$ cat config.mk
export PLATFORM = sky130hd
export DESIGN_NAME = double_ended_queue
export DESIGN_NICKNAME = d
export VERILOG_FILES = /design/src/sv/deq_pkg.sv /design/src/sv/deq_cell.sv /design/src/sv/double_ended_queue.sv
export SDC_FILE = /design/constraint.sdc
export NUM_CORES = 1
export LEC_CHECK = 0
export ABC_AREA = 1
export BUFFER_PORTS_ARGS = -buffer_cell sky130_fd_sc_hd__buf_4
export CAP_MARGIN = 20
export CELL_PAD_IN_SITES_DETAIL_PLACEMENT = 1
export CELL_PAD_IN_SITES_GLOBAL_PLACEMENT = 2
export CORE_MARGIN = 2
export CORE_UTILIZATION = 35
export CTS_CLUSTER_DIAMETER = 30
export CTS_CLUSTER_SIZE = 25
export DETAILED_ROUTE_END_ITERATION = 16
export GPL_ROUTABILITY_DRIVEN = 0
export PLACE_DENSITY = 0.73
export SKIP_LAST_GASP = 1
export SLEW_MARGIN = 15
export SYNTH_ARGS = -nofsm -noshare
export SYNTH_HDL_FRONTEND = slang
export SYNTH_SLANG_ARGS = --single-unit
$ cat constraint.sdc
create_clock -name clock -period 4 [get_ports clock]
set_clock_uncertainty 0.1 [all_clocks]
set_input_delay 0.4 -clock clock [delete_from_list [all_inputs] [get_ports clock]]
set_output_delay 0.4 -clock clock [all_outputs]
set_load 0.02 [all_outputs]
$ cat src/sv/deq_pkg.sv
package deq_pkg;

   // sizing of the store
   localparam int DEPTH       = 16;
   localparam int DATA_WIDTH  = 32;
   localparam int IDX_WIDTH   = (DEPTH > 1) ? $clog2(DEPTH) : 1;
   localparam int COUNT_WIDTH = $clog2(DEPTH + 1);

   // fixed widths of the transaction fields
   localparam int REQ_TYPE_WIDTH = 3;
   localparam int PORT_WIDTH     = 32;
   localparam int STATUS_WIDTH   = 2;
   localparam int FILL_WIDTH     = 5;

   // request codes
   localparam logic [REQ_TYPE_WIDTH-1:0] OP_PUSH_FRONT = 3'd0;
   localparam logic [REQ_TYPE_WIDTH-1:0] OP_PUSH_BACK  = 3'd1;
   localparam logic [REQ_TYPE_WIDTH-1:0] OP_POP_FRONT  = 3'd2;
   localparam logic [REQ_TYPE_WIDTH-1:0] OP_POP_BACK   = 3'd3;
   localparam logic [REQ_TYPE_WIDTH-1:0] OP_PEEK_FRONT = 3'd4;
   localparam logic [REQ_TYPE_WIDTH-1:0] OP_PEEK_BACK  = 3'd5;

   // status codes
   localparam logic [STATUS_WIDTH-1:0] ST_OK    = 2'd0;
   localparam logic [STATUS_WIDTH-1:0] ST_EMPTY = 2'd1;
   localparam logic [STATUS_WIDTH-1:0] ST_FULL  = 2'd2;

   typedef logic signed [DATA_WIDTH-1:0]  word_type;
   typedef logic [COUNT_WIDTH-1:0]        count_type;
   typedef logic [IDX_WIDTH-1:0]          index_type;

   typedef struct packed {
      logic [REQ_TYPE_WIDTH-1:0]    req_type;
      logic signed [PORT_WIDTH-1:0] data_in;
   } deq_req_type;

   typedef struct packed {
      logic signed [PORT_WIDTH-1:0] data_out;
      logic [STATUS_WIDTH-1:0]      status;
      logic [FILL_WIDTH-1:0]        fill_count;
   } deq_rsp_type;

   // control broadcast to every cell of the chain
   typedef struct packed {
      logic      shift_right;
      logic      shift_left;
      logic      write_back;
      count_type count;
      word_type  new_word;
   } deq_cell_ctrl_type;

endpackage

$ cat src/sv/deq_cell.sv
module deq_cell
   import deq_pkg::*;
(
   input  logic              clock,
   input  index_type         cell_index,
   input  deq_cell_ctrl_type ctrl,
   input  word_type          left_word,
   input  word_type          right_word,
   output word_type          word,
   output word_type          back_word
);

   word_type  word_ff;
   word_type  word_in;
   count_type own_place;

   assign own_place = COUNT_WIDTH'(cell_index);

   // next content: shift from a neighbour, take the new word or hold
   always_comb begin
      word_in = word_ff;
      if (ctrl.shift_right) begin
         word_in = (cell_index == '0) ? ctrl.new_word : left_word;
      end else if (ctrl.shift_left) begin
         word_in = right_word;
      end else if (ctrl.write_back && (own_place == ctrl.count)) begin
         word_in = ctrl.new_word;
      end
   end

   always_ff @(posedge clock) begin
      word_ff <= word_in;
   end

   // this cell drives the back word only when it holds the last entry
   assign word      = word_ff;
   assign back_word = ((own_place + COUNT_WIDTH'(1)) == ctrl.count) ? word_ff : '0;

endmodule

$ cat src/sv/double_ended_queue.sv
// bounded double-ended queue built as a row of shifting cells
//
// request channel: a transaction is taken at a rising edge with start high and
// busy low; req_payload carries the request code and the word for pushes.
// codes are push front, push back, pop front, pop back, peek front, peek back.
// busy stays low, so a new request may be taken in every cycle.
//
// result channel: one result per request, shown on rsp_payload for a single
// cycle with rsp_valid high, in the cycle after the request is taken. it holds
// the word read (zero for pushes and errors), a status (ok, empty or full
// error) and the fill count after the request. the receiver cannot stall.
//
// every request is done at the edge that takes it: the chain shifts, one cell
// loads or (pop back, peeks, errors) none changes, in the same edge that updates
// the count; the back entry is picked by the cell whose place is the count less one.
//
// reset empties the queue and drops any pending result; cell contents are
// left as they are and are never read before a push writes them.
module double_ended_queue
   import deq_pkg::*;
(
   input  logic        clock,
   input  logic        reset,
   input  logic        start,
   output logic        busy,
   input  deq_req_type req_payload,
   output logic        rsp_valid,
   output deq_rsp_type rsp_payload
);

   count_type                count_ff;
   count_type                count_in;
   logic                     rsp_valid_ff;
   deq_rsp_type              rsp_ff;
   deq_rsp_type              rsp_in;
   deq_cell_ctrl_type        ctrl;
   word_type                 cell_word [DEPTH];
   word_type                 cell_back [DEPTH];
   word_type                 back_word;
   word_type                 read_word;
   logic [STATUS_WIDTH-1:0]  rsp_status;
   logic                     accept;
   logic                     is_full;
   logic                     is_empty;

   assign busy     = 1'b0;
   assign accept   = start && !busy;
   assign is_full  = (count_ff == COUNT_WIDTH'(DEPTH));
   assign is_empty = (count_ff == '0);

   // back entry gathered from the one cell that flags it
   always_comb begin
      back_word = '0;
      for (int i = 0; i < DEPTH; i++) begin
         back_word = back_word | cell_back[i];
      end
   end

   // request decode
   always_comb begin
      ctrl.shift_right = 1'b0;
      ctrl.shift_left  = 1'b0;
      ctrl.write_back  = 1'b0;
      ctrl.count       = count_ff;
      ctrl.new_word    = DATA_WIDTH'(req_payload.data_in);
      count_in         = count_ff;
      rsp_status       = ST_OK;
      unique case (req_payload.req_type) inside
         OP_PUSH_FRONT, OP_PUSH_BACK: begin
            if (is_full) begin
               rsp_status = ST_FULL;
            end else begin
               ctrl.shift_right = accept && (req_payload.req_type == OP_PUSH_FRONT);
               ctrl.write_back  = accept && (req_payload.req_type == OP_PUSH_BACK);
               count_in         = count_ff + COUNT_WIDTH'(1);
            end
         end
         OP_POP_FRONT, OP_PEEK_FRONT: begin
            if (is_empty) begin
               rsp_status = ST_EMPTY;
            end else if (req_payload.req_type == OP_POP_FRONT) begin
               ctrl.shift_left = accept;
               count_in        = count_ff - COUNT_WIDTH'(1);
            end
         end
         OP_POP_BACK, OP_PEEK_BACK: begin
            if (is_empty) begin
               rsp_status = ST_EMPTY;
            end else if (req_payload.req_type == OP_POP_BACK) begin
               count_in = count_ff - COUNT_WIDTH'(1);
            end
         end
         default: begin
         end
      endcase
   end

   // word read by pops and peeks
   always_comb begin
      read_word = '0;
      if (!is_empty) begin
         unique case (req_payload.req_type) inside
            OP_POP_FRONT, OP_PEEK_FRONT: begin
               read_word = cell_word[0];
            end
            OP_POP_BACK, OP_PEEK_BACK: begin
               read_word = back_word;
            end
            default: begin
            end
         endcase
      end
   end

   // result assembly
   always_comb begin
      rsp_in.data_out   = PORT_WIDTH'(read_word);
      rsp_in.status     = rsp_status;
      rsp_in.fill_count = FILL_WIDTH'(count_in);
   end

   // chain of cells
   for (genvar g = 0; g < DEPTH; g++) begin : g_cell
      deq_cell u_cell (
         .clock      (clock),
         .cell_index (IDX_WIDTH'(g)),
         .ctrl       (ctrl),
         .left_word  ((g == 0) ? ctrl.new_word : cell_word[(g == 0) ? 0 : g - 1]),
         .right_word ((g == DEPTH - 1) ? cell_word[g] :
                      cell_word[(g == DEPTH - 1) ? g : g + 1]),
         .word       (cell_word[g]),
         .back_word  (cell_back[g])
      );
   end

   // count and result registers
   always_ff @(posedge clock) begin
      if (reset) begin
         count_ff     <= '0;
         rsp_valid_ff <= 1'b0;
      end else begin
         rsp_valid_ff <= accept;
         if (accept) begin
            count_ff <= count_in;
         end
      end
   end

   always_ff @(posedge clock) begin
      if (accept) begin
         rsp_ff <= rsp_in;
      end
   end

   assign rsp_valid   = rsp_valid_ff;
   assign rsp_payload = rsp_ff;

   // checks
   a_count_bound: assert property (@(posedge clock) disable iff (reset)
      count_ff <= COUNT_WIDTH'(DEPTH))
      else $error("fill count beyond depth");

   a_one_result: assert property (@(posedge clock) disable iff (reset)
      (!reset && accept) |=> rsp_valid)
      else $error("missing result after a taken transaction");

   a_no_spurious: assert property (@(posedge clock) disable iff (reset)
      (!reset && !accept) |=> !rsp_valid)
      else $error("result without a transaction");

   a_full_error: assert property (@(posedge clock) disable iff (reset)
      (rsp_valid && rsp_payload.status == ST_FULL) |->
      (rsp_payload.fill_count == FILL_WIDTH'(DEPTH) && rsp_payload.data_out == '0))
      else $error("full error while not full");

   a_empty_error: assert property (@(posedge clock) disable iff (reset)
      (rsp_valid && rsp_payload.status == ST_EMPTY) |->
      (rsp_payload.fill_count == '0 && rsp_payload.data_out == '0))
      else $error("empty error while not empty");

endmodule
* Word level (Yosys, flattened, before mapping)
Cells that the tools add are included.
** Word-level totals
- Register bits :: 557
- Latch bits :: 0
- RAM bits :: 0
- Bits in read-only memories :: 0
- Bits of input ports :: 38
- Memories :: 0
** Cells by class
- Add/sub/neg operators :: 2
- $mul :: 0
- Div/mod/pow operators :: 0
- Magnitude comparators :: 0
- Equal/unequal tests :: 23
- Shift-type cells :: 0
- Muxes and demuxes :: 81
- Bitwise operators :: 15
- Reductions and logical operators :: 41
** Operator list (count)
- 32-bit 2-to-1 mux :: 64
- 32-bit bitwise OR :: 15
- 32-bit case mux with 2 select lines :: 1
- 3-bit nonzero test :: 15
- 4-bit by 5-bit equality test with 1-bit output (first input constant) :: 8
- 5-bit 2-to-1 mux :: 5
- 3-bit by 5-bit equality test with 1-bit output (first input constant) :: 4
- 1-bit logical AND :: 18
- 5-bit case mux with 3 select lines :: 1
- 2-bit by 5-bit equality test with 1-bit output (first input constant) :: 2
- 1-bit 2-to-1 mux :: 8
- 3-bit by 2-bit equality test with 1-bit output (second input constant) :: 2
- 3-bit equality test (second input constant) :: 2
- 2-bit OR reduction :: 3
- 5-bit by 1-bit adder with 5-bit output (second input constant) :: 1
- 1-bit by 5-bit equality test with 1-bit output (first input constant) :: 1
- 5-bit equality test (first input constant) :: 1
- 5-bit equality test (second input constant) :: 1
- 5-bit logical NOT :: 1
- 5-bit by 1-bit subtractor with 5-bit output (second input constant) :: 1
- 2-bit case mux with 2 select lines :: 1
- 4-bit OR reduction :: 1
- 3-bit by 1-bit equality test with 1-bit output (second input constant) :: 1
- 3-bit logical NOT :: 1
- other kinds (4) :: 4

* Longest topological paths before layout
- Depth after elaboration :: 18
- Mapped depth :: 12
- Depth with buffers taken out :: 11

* Cells and area by module
From an unflattened synthesis, not the netlist that was laid out.
** Second synthesis, totals
- Cell total of the unflattened synthesis :: 5779
- Area total of the unflattened synthesis :: 41059.4 sq um
** By module, submodules not included
- deq_cell at g_cell[13].u_cell ... :: times used 12, cells each 329, area an instance 2333.5 sq um, sequential area each 960.9 sq um
- deq_cell at g_cell[0].u_cell ... :: times used 4, cells each 333, area an instance 2393.5 sq um, sequential area each 960.9 sq um
- double_ended_queue :: times used 1, cells each 499, area an instance 3483.3 sq um, sequential area each 1291.2 sq um

* Worst setup path after synthesis
No wires, ideal clock.
- Path type :: register to register
- Start point :: reg count_ff[0]
- End point :: reg g_cell[10].u_cell.word_ff[0], enable pin
- Setup time :: 470 ps
- Arrival :: 3825 ps
- Required time :: 3430 ps
- Setup slack :: -395 ps
- Cell stages (with the launch flop) :: 9
- Path buffers :: 1
- Cells stage by stage :: dfxtp_1 inv_1 ha_1 nand2_1 nor2_4 inv_1 nand2_1 clkbuf_1 o31ai_1
** On the way
- Longest elaborated chain between the ends :: 5
- Elaborated cells between the ends (all ways) :: 11
- Those cells by class :: eq/ne (2); mux (6); reduce/logical (3)
** Ends and longest elaborated chain
- start: declaration :: line double_ended_queue.sv:31 : count_type count_ff;
- start signal: assignment :: line double_ended_queue.sv:144 : count_ff <= count_in;
- 5-bit equality test :: line double_ended_queue.sv:48 : assign is_full = (count_ff == COUNT_WIDTH'(DEPTH));
- 1-bit 2-to-1 mux :: line double_ended_queue.sv:70 : if (is_full) begin
- 1-bit 2-to-1 mux :: line double_ended_queue.sv:68 : unique case (req_payload.req_type) inside
- 1-bit logical AND :: line deq_cell.sv:26 : end else if (ctrl.write_back && (own_place == ctrl.count)) begin
- 3-bit nonzero test (no source line) *
- end signal: assignment :: line deq_cell.sv:32 : word_ff <= word_in;
- end: declaration :: line deq_cell.sv:13 : word_type word_ff;
Every way passes the cells marked *; elsewhere a longest branch is shown, timed or not.
A chain may end at the register's enable or synchronous reset.

* Final worst setup path
- Start point :: reg count_ff[1]
- End point :: reg g_cell[8].u_cell.word_ff[5], data pin
** On the way
- Longest elaborated chain between the ends :: 5
- Elaborated cells between the ends (all ways) :: 8
- Those cells by class :: eq/ne (1); mux (6); reduce/logical (1)
** Ends and longest elaborated chain
- 5-bit logical NOT :: line double_ended_queue.sv:49 : assign is_empty = (count_ff == '0);
- 1-bit 2-to-1 mux :: line double_ended_queue.sv:79 : if (is_empty) begin
- 1-bit 2-to-1 mux :: line double_ended_queue.sv:68
- 32-bit 2-to-1 mux :: line deq_cell.sv:24 : end else if (ctrl.shift_left) begin
- 32-bit 2-to-1 mux * :: line deq_cell.sv:22 : if (ctrl.shift_right) begin
- named net g_cell[8].u_cell.word_in[5] :: line deq_cell.sv:14 : word_type word_in;
- end signal: assignment :: line deq_cell.sv:32
- end: declaration :: line deq_cell.sv:13
The timed path passes the listed nets; every way through them passes the cells marked *.

==> run_results.csv <==
group,metric,value,unit
run_status,status,"complete, no violations",
worst_setup_path,arrival,4.21,ns
layout,fin_cells,4356,
layout,syn_to_final_growth,26.15,%
global_route,grt_max_degree,196,
logic_synthesis,synth_top_area_share,0.5683,
layout,antenna_cells,0,
timing,tns,0,ns
clock_tree,clock-sinks,557,
logic_synthesis,synth_compound_area_frac,0.1587,
worst_setup_path,r2r_end,"g_cell[8].u_cell.word[5]",
floorplanning,num_rows,105,
min_path,min_to,"rsp_payload[5]",
layout,post-route-util,0.4466,
power,p_leak,15.03,nW
placed_design,dp_hpwl,66650,microns
route,drt_iter0_drc,2140,
global_route,antenna_found_initial,2,
logic_synthesis,synthAdderAreaFrac,0.002579,
timing,worst_pin_slew,1.151,ns
logic_synthesis,synth.most_common_cell,"nand2_1",
layout,drive_gt1_frac,0.1385,
clock_tree,cts-htree-levels,4,
flow_run,drv_cap,0,
route,dr.pass1.iters,6,
timing,hold_viol_final,0,
floorplanning,dieArea,0.08551,sq mm
clock_tree,cts_resized,0,
logic_synthesis,ys_warn_count,0,
min_path,min_path_cells,3,
route,num_vias,25060,
worst_setup_path,cpMaxStageDelayCell,"nor2_4",
floorplanning,die_w,292.4,microns
logic_synthesis,netlist_top_cells_count,"nand2_1 (748), edfxtp_1 (551), inv_1 (467), o221ai_1 (384), nand3_1 (264)",
logic_synthesis,synthArstFlopShare,0,
logic_synthesis,netlist_instances,3048,
route,avgRoutedWirePerCell,26.36,microns
timing,drv_slew,0,
worst_setup_path,end_kind,"flip-flop",
layout,final_nets,3208,
worst_setup_path,worstSetupPathType,"flip-flop to flip-flop",
global_route,first_global_vias,25890,
worst_setup_path,worstPathRequired,4.43,ns
timing,period_needed,3.772,ns
logic_synthesis,synthXorXnorAreaFrac,0.0009025,
logic_synthesis,netlist_area,0.02911,sq mm
worst_setup_path,reg2reg_slack,0.23,ns
clock_tree,clk_path_buf_depth,3,
clock_tree,cts_setup_buffers,0,
route,viasPerCell,5.753,
timing,fmax,0.2651,GHz
timing,setup_viol,0,
route,drc,0,
clock_tree,cts_tree,"yes",
floorplanning,start_util,0.3540,
logic_synthesis,ys_seq_area_frac,0.5724,
worst_setup_path,crit_chain,"inv_1, ha_1, nand2_2, nor2_4, nor3_4, nor2_4, buf_4, nand2_1, o221ai_1",
placed_design,numPortBuffers,77,
logic_synthesis,synth_fp_nets,3092,
global_route,grt_overflow,0,
timing,max_slew_margin,0.2309,
power,power.total,21.15,mW
global_route,grt_pass1_wl,169700,microns
worst_setup_path,critPathMaxStageDelay,0.80,ns
timing,timing.hold.ws,0.04356,ns
logic_synthesis,synth_top_cell_by_area,"edfxtp_1",
logic_synthesis,syn_area_per_cell,9.552,sq um
floorplanning,fp.dieH,292.4,microns
logic_synthesis,ys_types,29,
min_path,hold_path.startpoint,"req_payload[34]",
clock_tree,cts_root_buf,"clkbuf_16",
placed_design,placed_cells,4044,
timing,rsz0062_at_grt,"no",
worst_setup_path,crit_fanout,21,
logic_synthesis,synth_edf_count,551,
timing,finalCritPeriodShare,0.9429,
logic_synthesis,synth_top_family_by_area,"simple AND/OR/NAND/NOR gates",
global_route,grt_usage,0.2660,
clock_tree,clk_latency,0.73,ns
worst_setup_path,startpoint_type,"flip-flop",
logic_synthesis,synth-simple-area-share,0.1682,
clock_tree,clk_pin_slew,0.05,ns
worst_setup_path,reg2reg_from,"count_ff[1]",
logic_synthesis,synthFlopType,"edfxtp_1",
clock_tree,numCtsBuffers,152,
logic_synthesis,muxShareOfSynthArea,0,
route,wl,114800,microns
floorplanning,core_area,0.08224,sq mm
route,antenna_left,0,
logic_synthesis,synth-seq-cells,557,
logic_synthesis,ys_top_cells_by_area,"edfxtp_1 (57%), o221ai_1 (12%), nand2_1 (9.6%), inv_1 (6.0%), nand3_1 (4.5%)",
power,p_per_area,575.8,mW/mm^2
power,max-vdd-ir-drop,0.4280,mV
min_path,hold_class,"input port to flip-flop",
worst_setup_path,r2r.worst_path.cells,9,
floorplanning,num_io_pins,79,
layout,n_fill_cell,9025,
worst_setup_path,cpMostUsedCell,"nor2_4",
==> routing by layer <==
metal  share of wire  global-route usage  up-vias
li1                -                   -    11140
met1            0.44              0.3632    12830
met2            0.47              0.4305      895
met3           0.062             0.04355      191
met4           0.026             0.08768        0
met5               0                   0        -
==> stage by stage <==
step	setup slack, ns	area (sq um)
final	0.2282	36730
after global routing	0.06099	36730
after CTS	0.2909	36690
after detailed placement	0.3989	31160
after global placement	0.4957	31130
after floorplan	-0.3951	29110
==> registers in the layout, indices dropped and copies added, names as in the netlist <==
register            flops
rsp_valid               1
count_ff                5
g_cell.u_cell.word    512
rsp_payload            39
==> worst max-delay path: cells and delay by family, from the launching register on <==
family,cells,cell delay [ns]
compound gates,1,0.26
fa+ha+maj,1,0.28
buf+inv,2,0.77
flops,1,0.33
simple gates,5,1.81
==> what timing repair did <==
action                     4_1_cts  5_1_grt
setup endpoints to repair        0        0
hold endpoints to repair        70        0
hold buffers                    34        0
==> area by class of cell <==
class	instances	area, sq um	share of cell area
sequential	557	16670	0.4538
multi-input combinational	1792	9952	0.2710
clock buffer	189	4121	0.1122
timing repair buffer	187	1795	0.04889
inverter	474	1794	0.04885
tap	1070	1339	0.03645
clock inverter	87	1060	0.02885
==> kinds of logic (layout without fill, tap and decap cells) <==
| family | after synthesis | after routing |
|---|---|---|
| and+or+nand+nor | 1188 | 1188 |
| buffers and inverters | 699 | 937 |
| AOI/OAI and AO/OA | 594 | 594 |
| DFF | 557 | 557 |
| adders and majority gates | 6 | 6 |
| xor gates and xnor gates | 3 | 3 |
| other | 1 | 1 |
==> layout by cell type (no fill, tap or decap), types with 2 or more instances in the layout <==
cell,synthesis,layout
a21oi_1,39,39
buf_12,0,22
buf_4,21,128
bufinv_16,0,22
clkbuf_1,113,27
clkbuf_16,0,159
clkbuf_8,0,3
clkinv_1,2,21
clkinv_2,0,28
clkinv_4,0,5
clkinv_8,0,2
clkinvlp_4,0,6
dfxtp_1,6,6
dlygate4sd3_1,0,34
edfxtp_1,551,551
ha_1,6,5
inv_1,467,467
inv_16,0,2
inv_2,5,3
inv_6,0,3
inv_8,0,2
nand2_1,748,746
nand2_2,22,23
nand2_4,1,2
nand3_1,264,264
nor2_1,147,128
nor2_2,2,10
nor2_4,2,13
nor3_4,2,2
o211ai_1,67,67
o21ai_0,76,74
o21ai_1,13,13
o21ai_4,0,2
o221ai_1,384,384
o31ai_4,0,14
xor2_1,2,2
==> power by group <==
group	leakage, nW	total [mW]	internal, mW	switching [mW]
Clock	2.53	12.3	8.63	3.70
Combinational	7.36	1.87	0.519	1.35
Sequential	5.14	6.95	6.81	0.138
==> worst max-delay path by stage <==
stage	start	end	slack [ns]
floorplan	count_ff[0]	g_cell[10].u_cell.word[0]	-0.40
global placement	count_ff[1]	g_cell[1].u_cell.word[3]	0.50
detailed placement	count_ff[1]	g_cell[14].u_cell.word[3]	0.40
CTS	count_ff[1]	g_cell[8].u_cell.word[5]	0.29
global route	count_ff[1]	g_cell[8].u_cell.word[5]	0.06
finish	count_ff[1]	g_cell[8].u_cell.word[5]	0.23
Power figures use the tool's default switching activity.
